## config.mk

```make
export PLATFORM = sky130hd
export DESIGN_NAME = krt_cell
export DESIGN_NICKNAME = d
export VERILOG_FILES = /design/src/krt_pkg.sv /design/src/krt_cell.sv
export SDC_FILE = /design/constraint.sdc
export NUM_CORES = 1
export LEC_CHECK = 0
export ABC_AREA = 1
export BUFFER_PORTS_ARGS = -buffer_cell sky130_fd_sc_hd__clkbuf_2
export CAP_MARGIN = 20
export CORE_AREA = 2 2 153 155
export DETAILED_ROUTE_END_ITERATION = 16
export DIE_AREA = 0 0 155 157
export PLACE_DENSITY = 0.56
export SLEW_MARGIN = 40
export SYNTH_ARGS = -nofsm -noshare
export SYNTH_HDL_FRONTEND = slang
export SYNTH_SLANG_ARGS = --single-unit
```

## constraint.sdc

```tcl
create_clock -name i_clk -period 3.7 [get_ports i_clk]
set_input_delay 0.37 -clock i_clk [delete_from_list [all_inputs] [get_ports i_clk]]
set_output_delay 0.37 -clock i_clk [all_outputs]
set_load 0.005 [all_outputs]
```

## src/krt_pkg.sv

```systemverilog
// ----------------------------------------------------------------------------
// krt_pkg : shared types and constants of the keyed record table
// operation and status codes, field widths and the cell control bundle
// ----------------------------------------------------------------------------
package krt_pkg;

    localparam int KEY_W    = 31;
    localparam int NAME_W   = 64;
    localparam int OP_W     = 3;
    localparam int STATUS_W = 3;
    localparam int POS_W    = 5;

    typedef enum logic [OP_W-1:0] {
        OP_ADD    = 3'd0,
        OP_UPDATE = 3'd1,
        OP_DELETE = 3'd2,
        OP_SEARCH = 3'd3,
        OP_LIST   = 3'd4
    } t_op;

    typedef enum logic [STATUS_W-1:0] {
        ST_OK        = 3'd0,
        ST_BAD_KEY   = 3'd1,
        ST_FULL      = 3'd2,
        ST_DUPLICATE = 3'd3,
        ST_NOT_FOUND = 3'd4,
        ST_UNCHANGED = 3'd5,
        ST_EMPTY     = 3'd6
    } t_status;

    // broadcast to every cell of the chain
    typedef struct packed {
        logic              cmp;       // capture key match
        logic              append;    // write key and name into first free cell
        logic              set_name;  // overwrite name of matching cell
        logic              shift;     // close the gap left by a delete
        logic              rotate;    // list walk: records move down one cell, the head record goes to the tail
        logic [KEY_W-1:0]  key;
        logic [NAME_W-1:0] name;
    } t_cell_ctl;

endpackage

```

## src/krt_cell.sv

```systemverilog
// ----------------------------------------------------------------------------
// krt_cell : one record slot of the table chain
// holds a key and a name, matches a broadcast key; the tail cell takes the
// head record on a rotation, others their neighbour's on a shift or a rotation
// ----------------------------------------------------------------------------
module krt_cell import krt_pkg::*; #(
    parameter int NAME_BITS = 64,
    parameter int CNT_W     = 6,
    parameter int IDX       = 0
) (
    input  logic                 i_clk,
    input  logic                 i_rst_n,
    input  t_cell_ctl            i_ctl,
    input  logic [CNT_W-1:0]     i_count,
    input  logic [KEY_W-1:0]     i_next_key,
    input  logic [NAME_BITS-1:0] i_next_name,
    input  logic [KEY_W-1:0]     i_head_key,
    input  logic [NAME_BITS-1:0] i_head_name,
    input  logic                 i_after,
    output logic                 o_after,
    output logic                 o_match,
    output logic [KEY_W-1:0]     o_key,
    output logic [NAME_BITS-1:0] o_name
);

    logic [KEY_W-1:0]     r_key;
    logic [NAME_BITS-1:0] r_name;
    logic                 r_match;
    logic                 occupied;
    logic                 tail;
    logic                 free_slot;

    assign occupied  = CNT_W'(IDX) < i_count;
    assign tail      = CNT_W'(IDX + 1) == i_count;
    assign free_slot = CNT_W'(IDX) == i_count;

    // cells from the match onwards take part in a delete shift
    assign o_after = i_after | r_match;
    assign o_match = r_match;
    assign o_key   = r_key;
    assign o_name  = r_name;

    always_ff @(posedge i_clk) begin
        if (!i_rst_n) begin
            r_match <= 1'b0;
        end else if (i_ctl.cmp) begin
            r_match <= occupied && (r_key == i_ctl.key);
        end
    end

    always_ff @(posedge i_clk) begin
        if (i_ctl.append && free_slot) begin
            r_key  <= i_ctl.key;
            r_name <= i_ctl.name[NAME_BITS-1:0];
        end else if (i_ctl.set_name && r_match) begin
            r_name <= i_ctl.name[NAME_BITS-1:0];
        end else if (i_ctl.shift && o_after) begin
            r_key  <= i_next_key;
            r_name <= i_next_name;
        end else if (i_ctl.rotate && tail) begin
            r_key  <= i_head_key;
            r_name <= i_head_name;
        end else if (i_ctl.rotate && occupied) begin
            r_key  <= i_next_key;
            r_name <= i_next_name;
        end
    end

endmodule

```

Yosys cells after proc, flatten, opt, wreduce, memory -nomap -nowiden
Index checks and enable logic that the tools add are counted.

storage, ports and cells
  register bits = 96
  input bits = 299
  output and inout bits = 97
  word-level logic and storage cells = 28

operators by class
  $lt $le $gt $ge = 1
  equality and inequality tests = 3
  muxes and demuxes = 10
  bitwise logic cells = 1
  reduce and logical (&&, ||, !) cells = 10

operators by type and width
  cell                count
  $mux 64             5
  $mux 31             5
  $eq 31x31->1        1
  $eq 1x6->1 const A  1
  $logic_and 1x1->1   6
  $logic_not 6->1     1
  $lt 1x6->1 const A  1
  $reduce_bool 5->1   1
  $reduce_bool 4->1   1
  $ne 2x2->1 const B  1
  $reduce_and 2->1    1
  $or 1x1->1          1

Depth between registers and ports, before layout
Gate-level depths: netlist of run 1.

  word-level depth = 7
  mapped depth = 10
  depth with buffers taken out = 10

Least setup slack after synthesis of run 1
Ideal clock, no wire load.

  path type = input to register
  start = input i_count[5]
  end = register r_key[0] (netlist: o_key[0]), enable pin
  library setup time = 0.462 ns
  arrival time = 3.000 ns
  setup slack = 0.238 ns
  stages on the path = 5
  path buffers = 0
  cell sequence = nor2_1 and2_2 nand2_1 a21boi_0 o21ai_0

between the ends
  cells in the longest elaborated chain, start to end = 4
  elaborated cells between the ends (all ways) = 9

ends and longest elaborated chain
  element                                                                  line                                            RTL
  from (decl)                                                              krt_cell.sv:14                                  input logic [CNT_W-1:0] i_count,
  $lt 1x6->1 (tied with other cells)                                       krt_cell.sv:33                                  assign occupied = CNT_W'(IDX) < i_count;
  $logic_and 1x1->1 (on tied branches)                                     krt_cell.sv:63, krt_cell.sv:60, krt_cell.sv:52
  $reduce_bool 4->1 (no source line) / $ne 2x2->1 (equally long branches)  --
  $reduce_and 2->1 (no source line) *                                      --
  to (signal assigned)                                                     krt_cell.sv:58                                  r_key <= i_next_key;
  to (signal assigned)                                                     krt_cell.sv:61                                  r_key <= i_head_key;
  to (signal assigned)                                                     krt_cell.sv:64                                  r_key <= i_next_key;
  to (decl)                                                                krt_cell.sv:26                                  logic [KEY_W-1:0] r_key;

Every way passes the cells marked *; elsewhere a longest branch is shown, timed or not.
A chain may end at the register's enable or synchronous reset.

Final worst setup path of run 1
  start = register r_match (netlist: o_match)
  end = register r_name[0] (netlist: o_name[0]), data pin

between the ends
  cells in the longest elaborated chain, start to end = 5
  elaborated cells between the ends (all ways) = 6

ends and longest elaborated chain
  element                 line            RTL
  from (decl)             krt_cell.sv:28  logic r_match;
  from (signal assigned)  krt_cell.sv:47  r_match <= occupied && (r_key == i_ctl.key);
  $or 1x1->1              krt_cell.sv:38  assign o_after = i_after | r_match;
  $logic_and 1x1->1       krt_cell.sv:57  end else if (i_ctl.shift && o_after) begin
  $mux 64                 krt_cell.sv:57
  $mux 64 *               krt_cell.sv:55  end else if (i_ctl.set_name && r_match) begin
  $mux 64 *               krt_cell.sv:52  if (i_ctl.append && free_slot) begin
  to (signal assigned)    krt_cell.sv:54  r_name <= i_ctl.name[NAME_BITS-1:0];
  to (signal assigned)    krt_cell.sv:56  r_name <= i_ctl.name[NAME_BITS-1:0];
  to (signal assigned)    krt_cell.sv:59  r_name <= i_next_name;
  to (decl)               krt_cell.sv:27  logic [NAME_BITS-1:0] r_name;

Marked as above.

==> key figures, run 1 <==
Outcome
  • Status: finished, final reports clean

Drt
  • Initial DRC Count: 176
  • Final WL: 20.34 mm
  • Met1 WL: between 7 and 8 mm
  • Routed Antenna Nets: 0
  • DR vias/cell: ~4.2
  • Via Count: between 5,000 and 6,000
  • Met2 wire length: 10.42 mm
  • Residual DRC: 0
  • DR WL/cell: approximately 14 µm
  • Top routing layer used: met4
  • Initial DRT Pass Iterations: 4
  • Met3 wire length: 1.821 mm

Synth
  • Syn. warnings: 0
  • Cell variety after synth: 26
  • Mean Syn Cell Area: a little under 8 µm²
  • Post-Syn Nets: ~1,000
  • Cells after Synth: 750
  • #FFs+latches synth: 96
  • Sequential share of the synthesized area: between 40% and 50%
  • Synthesized cell area: slightly below 6000 µm²

Setup path
  • Kind of critical path: register to register
  • CP Capture Type: register
  • CP Max Fanout: 39
  • Crit path to: o_name[0]
  • Worst reg2reg path depth: 5
  • Delay of the slowest critical-path stage: approximately 0.68 ns
  • Reg2reg end: o_name[0]
  • Crit path required time: 3.78 ns
  • CP max stage cell: o21ai_0
  • Data arrival, critical path: between 2 and 2.5 ns
  • Most Frequent Cell on Critical Path: o21ai_0
  • R2R setup slack: between 1 and 1.5 ns
  • CP startpoint kind: register
  • Worst r2r src: o_match
  • Critical path, cell by cell: or2_1 > nand2_2 > nand4_4 > o21ai_0 > o21ai_0
  • CP Launch Point: o_match

Finish
  • Design area: 8416 µm²
  • Nets@finish: 1,425
  • ANT cells: 0
  • Finished Layout Cells: 1,416
  • Fraction of layout cells with a size suffix above 1: roughly 40%
  • P&R area growth vs syn: 41.54%

Job
  • Max-cap violations: 0

Clocking
  • Clk_lat worst skew: about 0.35 ns
  • Post-CTS resize count: 0
  • CTS tree: yes
  • Maximum root-to-sink buffer count: 2
  • Total CTS buffers: 9
  • Root buf cell: clkbuf_16
  • CTS Hold Bufs: 0
  • Sink Count: 96
  • Post-CTS Setup Bufs: 0
  • H-tree Lvls: 3
  • Clock slew at reported path FFs: 0.07 ns

Floorplanning
  • Die area: around 24,000 µm²
  • Top-Level Pins: 396
  • Die width: 155 µm
  • Initial Utilization: roughly a quarter
  • Core footprint: around 23,000 µm²
  • Die span in y: 157 µm
  • Core Rows: 55

Pwr
  • VDD IR max: between 0.2 and 0.25 mV
  • PwrDens: between 300 and 400 nW/µm²
  • Lkg Pwr: ~4.6 nW
  • Total Power: 2.823 mW

Timing
  • Final setup violation count: 0
  • Final Skew: 0.01575 ns
  • Fin crit share: 64.69%
  • Slew @ Worst Pin: roughly 0.7 ns
  • Max_slew headroom: between 50% and 60%
  • RSZ-0062 raised after global routing: false
  • Max Fclk: 417.8 MHz
  • Period minus WS final: between 2 and 2.5 ns
  • Fin. max-slew vios: 0
  • Final Hold Violating Endpoints: 0
  • Min Hold Slack: between 0.2 and 0.25 ns
  • Fin Setup TNS: 0 ns

GRT
  • Total track usage: roughly 16%
  • Initial antenna violation count: 0
  • Global-route wire length before repair: approximately 30 mm
  • Vias in the first global route: roughly 5,600
  • GR Overflow Total: 0
  • Largest net degree at the start of global routing: 87

Place
  • Placed cells: about 1,400
  • Detailed placer's ending HPWL: about 17 mm
  • Port Buffers: approximately 400
  • Post-place instance area: 8124 µm²
  • Gp weighted congestion: about 0.84

Hold path
  • Class of the worst hold path: primary input to register
through the flow:
step	utilization [%]	setup slack [ns]
final	37.40	1.306
after global routing	37.40	1.063
after CTS	37.34	1.237
after detailed placement	36.10	1.208
after global placement	36.10	1.246
after floorplan	-	0.2378
worst max-delay path, delay by kind of cell (launching register included):
| family | cells | cell delay (ns) |
|---|---|---|
| simple gates | 3 | 0.91 |
| flops | 1 | 0.39 |
| compound gates | 2 | 0.82 |
cell usage in the layout, fill, tap and decap left out:
cell | synthesis | final
inv_6 | 0 | 2
buf_12 | 0 | 1
o211ai_2 | 20 | 20
o21ai_0 | 48 | 47
and2_2 | 1 | 1
nand2_8 | 0 | 1
or2_1 | 1 | 1
o211ai_1 | 1 | 1
clkinv_1 | 0 | 1
nand4_4 | 1 | 1
clkinv_4 | 0 | 1
o21ai_4 | 0 | 1
a21boi_0 | 1 | 1
inv_8 | 0 | 1
nor2_1 | 20 | 20
nand4_1 | 1 | 1
clkbuf_16 | 0 | 9
o21ai_1 | 128 | 128
clkinv_2 | 0 | 1
nand3_1 | 4 | 3
xnor2_1 | 5 | 5
a21oi_1 | 1 | 1
nand3_4 | 0 | 1
nand2_1 | 231 | 230
xor2_1 | 5 | 5
buf_4 | 1 | 8
nand3_2 | 1 | 1
inv_1 | 144 | 144
edfxtp_1 | 95 | 95
nand2_2 | 1 | 1
clkbuf_2 | 4 | 395
clkinvlp_4 | 0 | 1
dfxtp_1 | 1 | 1
buf_6 | 14 | 1
power by group:
| part | switching, mW | leakage [nW] | internal, mW |
|---|---|---|---|
| Clock | 0.435 | 0.136 | 0.464 |
| Sequential | 0.0507 | 0.956 | 1.33 |
| Combinational | 0.277 | 3.46 | 0.268 |
logic make-up after synthesis:
group	count (synthesis)	synth area share (%)
simple gates	261	17.15
compound gates	199	19.36
buf+inv	184	13.70
flops	96	48.32
xor+xnor	10	1.473
synthesized netlist by cell type:
master      n  area [µm²]
buf_4       1       7.510
o211ai_1    1       7.510
nand3_2     1       10.01
o21ai_0    48       240.2
nand3_1     4       20.02
a21boi_0    1       7.510
clkbuf_1   12       45.04
buf_2       8       40.04
nand4_4     1       21.27
xnor2_1     5       43.79
nand4_1     1       6.260
buf_6      14       157.7
edfxtp_1   95        2853
and2_2      1       7.510
a21oi_1     1       5.000
dfxtp_1     1       20.02
o21ai_1   128       640.6
inv_1     144       540.5
or2_1       1       6.260
nor2_1     20       75.07
buf_1       1       3.750
xor2_1      5       43.79
nand2_1   231       867.1
nand2_2     1       6.260
o211ai_2   20       250.2
clkbuf_2    4       20.02
state kept, by name, summed over array words and instances, names as in the netlist:
signal,cells
o_name,64
o_key,31
o_match,1
layer usage:
| layer | track usage [%] | up-vias |
|---|---|---|
| li1 | - | 3159 |
| met1 | 17.18 | 2545 |
| met2 | 30.22 | 260 |
| met3 | 5.507 | 22 |
| met4 | 5.511 | 0 |
| met5 | 0 | - |
worst min path at each step:
stage / startpoint / end / slack, ns / depth (start not counted)
floorplan: o_match / o_match / 0.47 / 2
global placement: i_rst_n / o_match / 0.57 / 3
detailed placement: o_match / o_match / 0.57 / 2
CTS: i_rst_n / o_match / 0.21 / 3
global route: i_rst_n / o_match / 0.23 / 3
finish: i_rst_n / o_match / 0.23 / 3
final cells by class:
| cell class | instances | area, µm² |
|---|---|---|
| well taps | 285 | 356.6 |
| fillers | 2411 | 14090 |
| inverters | 144 | 540.5 |
| clock buffers | 9 | 225.2 |
| clock inverters | 7 | 53.80 |
| multi-input cells | 470 | 2298 |
| flip-flops and latches | 96 | 2873 |
| repair buffers | 405 | 2068 |
No activity file was read; power rests on OpenSTA's default activity.
==> run 2: changes to the inputs <==
--- a/config.mk
+++ b/config.mk
@@ -5,13 +5,13 @@
 export SDC_FILE = /design/constraint.sdc
 export NUM_CORES = 1
 export LEC_CHECK = 0
-export ABC_AREA = 1
+export ABC_AREA = 0
 export BUFFER_PORTS_ARGS = -buffer_cell sky130_fd_sc_hd__clkbuf_2
 export CAP_MARGIN = 20
 export CORE_AREA = 2 2 153 155
 export DETAILED_ROUTE_END_ITERATION = 16
 export DIE_AREA = 0 0 155 157
-export PLACE_DENSITY = 0.56
+export PLACE_DENSITY = 0.52
 export SLEW_MARGIN = 40
 export SYNTH_ARGS = -nofsm -noshare
 export SYNTH_HDL_FRONTEND = slang
==> constraint.sdc (replaced) <==
create_clock -name i_clk -period 2.4 [get_ports i_clk]
set_input_delay 0.24 -clock i_clk [delete_from_list [all_inputs] [get_ports i_clk]]
set_output_delay 0.24 -clock i_clk [all_outputs]
set_load 0.005 [all_outputs]
==> key figures, run 2 <==
Timing
  • Final Skew: 0.006755 ns (-0.008996 ns)
  • Final Hold Violating Endpoints: 0 (unchanged)
  • Fin crit share: 82.99%
  • Max Fclk: 502.1 MHz
  • Fin Setup TNS: 0 ns (unchanged)
  • Final setup violation count: 0 (unchanged)
  • Max_slew headroom: 66.78% (+13 points)
  • Period minus WS final: ~2.0 ns
  • RSZ-0062 raised after global routing: false
  • Slew @ Worst Pin: 0.4938 ns (-0.1984 ns)
  • Min Hold Slack: 0.1645 ns (-0.06636 ns)
  • Fin. max-slew vios: 0 (unchanged)

Finish
  • P&R area growth vs syn: 52.18%
  • Nets@finish: 1,165 (-18%)
  • Fraction of layout cells with a size suffix above 1: 50.40% (+11 points)
  • Commonest non-fill, non-tap cell in the layout: clkbuf_2
  • Finished Layout Cells: 1,157 (-18%)
  • Number of flip-flops in the largest register: 64 (unchanged)
  • Most frequent cells in the layout: 395 x clkbuf_2, 95 x mux2i_1, 95 x edfxtp_1

Setup path
  • CP startpoint kind: primary input
  • CP Capture Type: register
  • CP Max Fanout: 31 (-21%)
  • Crit path required time: 2.48 ns (-1.30 ns)
  • Data arrival, critical path: 2.07 ns (-0.40 ns)
  • Kind of critical path: primary input to register
  • CP max stage cell: or4_4
  • Critical path, cell by cell: clkbuf_2 > or4_4 > or3_1 > a21boi_0 > a21oi_1 > or2_2 > buf_12
  • Delay of the slowest critical-path stage: 0.57 ns (-0.11 ns)

Drt
  • Routed Antenna Nets: 0 (unchanged)
  • Initial DRT Pass Iterations: 4 (unchanged)
  • Initial DRC Count: 266 (+51%)
  • Residual DRC: 0 (unchanged)
  • Via Count: 4,937 (-18%)
  • DR WL/cell: 15.69 µm (+9.3%)
  • Final WL: 18.15 mm (-11%)
  • DR vias/cell: 4.267 (+0.94%)

Synth
  • Main synth FF type: edfxtp_1
  • Synthesized cell area: 5259 µm² (-12%)
  • Cell variety after synth: 23 (-12%)
  • Top post-synthesis cells by count: 95 x edfxtp_1, 95 x mux2i_1, 66 x a21oi_1
  • Number of flops mapped to enable cells by yosys: 95 (unchanged)
  • Post-synth top area cell: edfxtp_1
  • Async SR Flop Fraction: 0% (unchanged)
  • Synth top area share: 54.25% (+6.3 points)
  • Post-Syn Nets: 767 (-27%)
  • Mean Syn Cell Area: 11.24 µm² (+42%)
  • Main area contributors after synthesis: edfxtp_1 54%, mux2i_1 18%, a21oi_1 6.3%
  • #FFs+latches synth: 96 (unchanged)
  • Syn. warnings: 0 (unchanged)
  • Cells after Synth: 468 (-38%)
  • Sequential share of the synthesized area: 54.63% (+6.3 points)

Outcome
  • Status: finished, final reports clean

Floorplanning
  • Initial Utilization: 23.37% (-3.1 points)
  • Die width: 155 µm (unchanged)
  • Die area: 24,340 µm² (unchanged)
  • Core footprint: 22,500 µm² (unchanged)
  • Top-Level Pins: 396 (unchanged)
  • Core Rows: 55 (unchanged)
  • Die span in y: 157 µm (unchanged)

GRT
  • Global-route wire length before repair: 26.30 mm (-12%)
  • Largest net degree at the start of global routing: 74 (-15%)
  • Initial antenna violation count: 1 (+1)
  • Total track usage: 14.13% (-2.1 points)
  • GR Overflow Total: 0 (unchanged)
  • Vias in the first global route: 4,958 (-12%)

Pwr
  • Lkg Pwr: 3.462 nW (-24%)
  • PwrDens: 529.2 nW/µm² (+58%)
  • VDD IR max: 0.3358 mV (+49%)

Clocking
  • Root buf cell: clkbuf_16
  • Maximum root-to-sink buffer count: 2 (unchanged)
  • Sink Count: 96 (unchanged)
  • CTS Hold Bufs: 0 (unchanged)
  • Post-CTS Setup Bufs: 0 (unchanged)
  • CTS tree: yes
  • H-tree Lvls: 3 (unchanged)
  • Clk_lat worst skew: 0.34 ns (about the same)
  • Clock slew at reported path FFs: 0.07 ns (about the same)
  • Post-CTS resize count: 0 (unchanged)
  • Total CTS buffers: 9 (unchanged)

Place
  • Detailed placer's ending HPWL: 15.07 mm (-11%)
  • Gp weighted congestion: 0.7537 (-10%)
  • Placed cells: 1,140 (-19%)
  • Port Buffers: 395 (unchanged)

Job
  • Max-cap violations: 0 (unchanged)

Hold path
  • Class of the worst hold path: primary input to register
==> run 2: changes by cell type in the layout (fill, tap and decap cells not counted), moves of 4 or more <==
cell / before / now
xor2_1: 5 / 10
a21oi_1: 1 / 65
o211ai_2: 20 / 0
nand4_1: 1 / 5
inv_1: 144 / 0
o21ai_1: 128 / 0
nor2_1: 20 / 64
o21ai_0: 47 / 33
mux2i_1: 0 / 95
xnor2_1: 5 / 21
buf_4: 8 / 14
nand2_1: 230 / 32
nor4_1: 0 / 4
buf_12: 1 / 8
==> run 2: report_power, final <==
group          switching [mW]  internal [mW]
Combinational           0.338          0.411
Sequential             0.0745           2.05
Clock                   0.658          0.708
==> run 2: metal layers <==
layer / part of all wire, % / GRT usage [%] / vias to the layer above
met5: 0 / 0 / -
met4: 2.1 / 4.541 / 0
met3: 8.0 / 4.130 / 20
met2: 51 / 26.10 / 241
met1: 38 / 15.56 / 2170
li1: - / - / 2506
==> run 2: kinds of logic (layout without fill, tap and decap cells) <==
logic type	after synthesis	in the layout	synth area share, %
AND/OR/NAND/NOR	116	116	9.636
flip-flops	96	96	54.63
XOR/XNOR	31	31	5.163
other	0	1	0
buffers and inverters	30	433	2.926
AO/OA/AOI/OAI	100	100	9.565
multiplexers	95	95	18.08
==> run 2: through the flow <==
| stage | util [%] | cell area (µm²) | setup slack, ns | total power [mW] |
|---|---|---|---|---|
| 3_5_place_dp | 34.35 | 7729 | 0.05564 | 2.928 |
| 3_3_place_gp | 34.35 | 7729 | 0.06631 | 2.923 |
| 4_1_cts | 35.55 | 8000 | 0.4100 | 4.332 |
| 2_1_floorplan | - | 5266 | -0.07236 | 2.378 |
| 5_1_grt | 35.56 | 8003 | 0.2732 | 4.466 |
| 6_report | 35.56 | 8003 | 0.4084 | 4.235 |
==> run 2: critical path: cells and delay by family <==
| kind | cells | cell delay, ns |
|---|---|---|
| simple gates | 3 | 1.22 |
| compound gates | 2 | 0.32 |
| buf+inv | 2 | 0.26 |
==> run 2: final timing paths <==
kind | start | endpoint | slack, ns | depth (start not counted)
worst max-delay path | i_count[5] | o_key[27] | 0.41 | 7
worst min-delay path | i_rst_n | o_match | 0.16 | 3
worst max register to register | o_match | o_name[28] | 0.48 | 7
worst min register to register | o_match | o_match | 0.65 | 3
==> run 2: final cells by class <==
type | count | area, µm²
fill | 2321 | 14500
sequential | 96 | 2873
multi-input combinational | 342 | 2257
timing repair buffer | 417 | 2242
tap | 285 | 356.6
clock buffer | 10 | 229.0
clock inverter | 6 | 42.54
antenna | 1 | 2.502
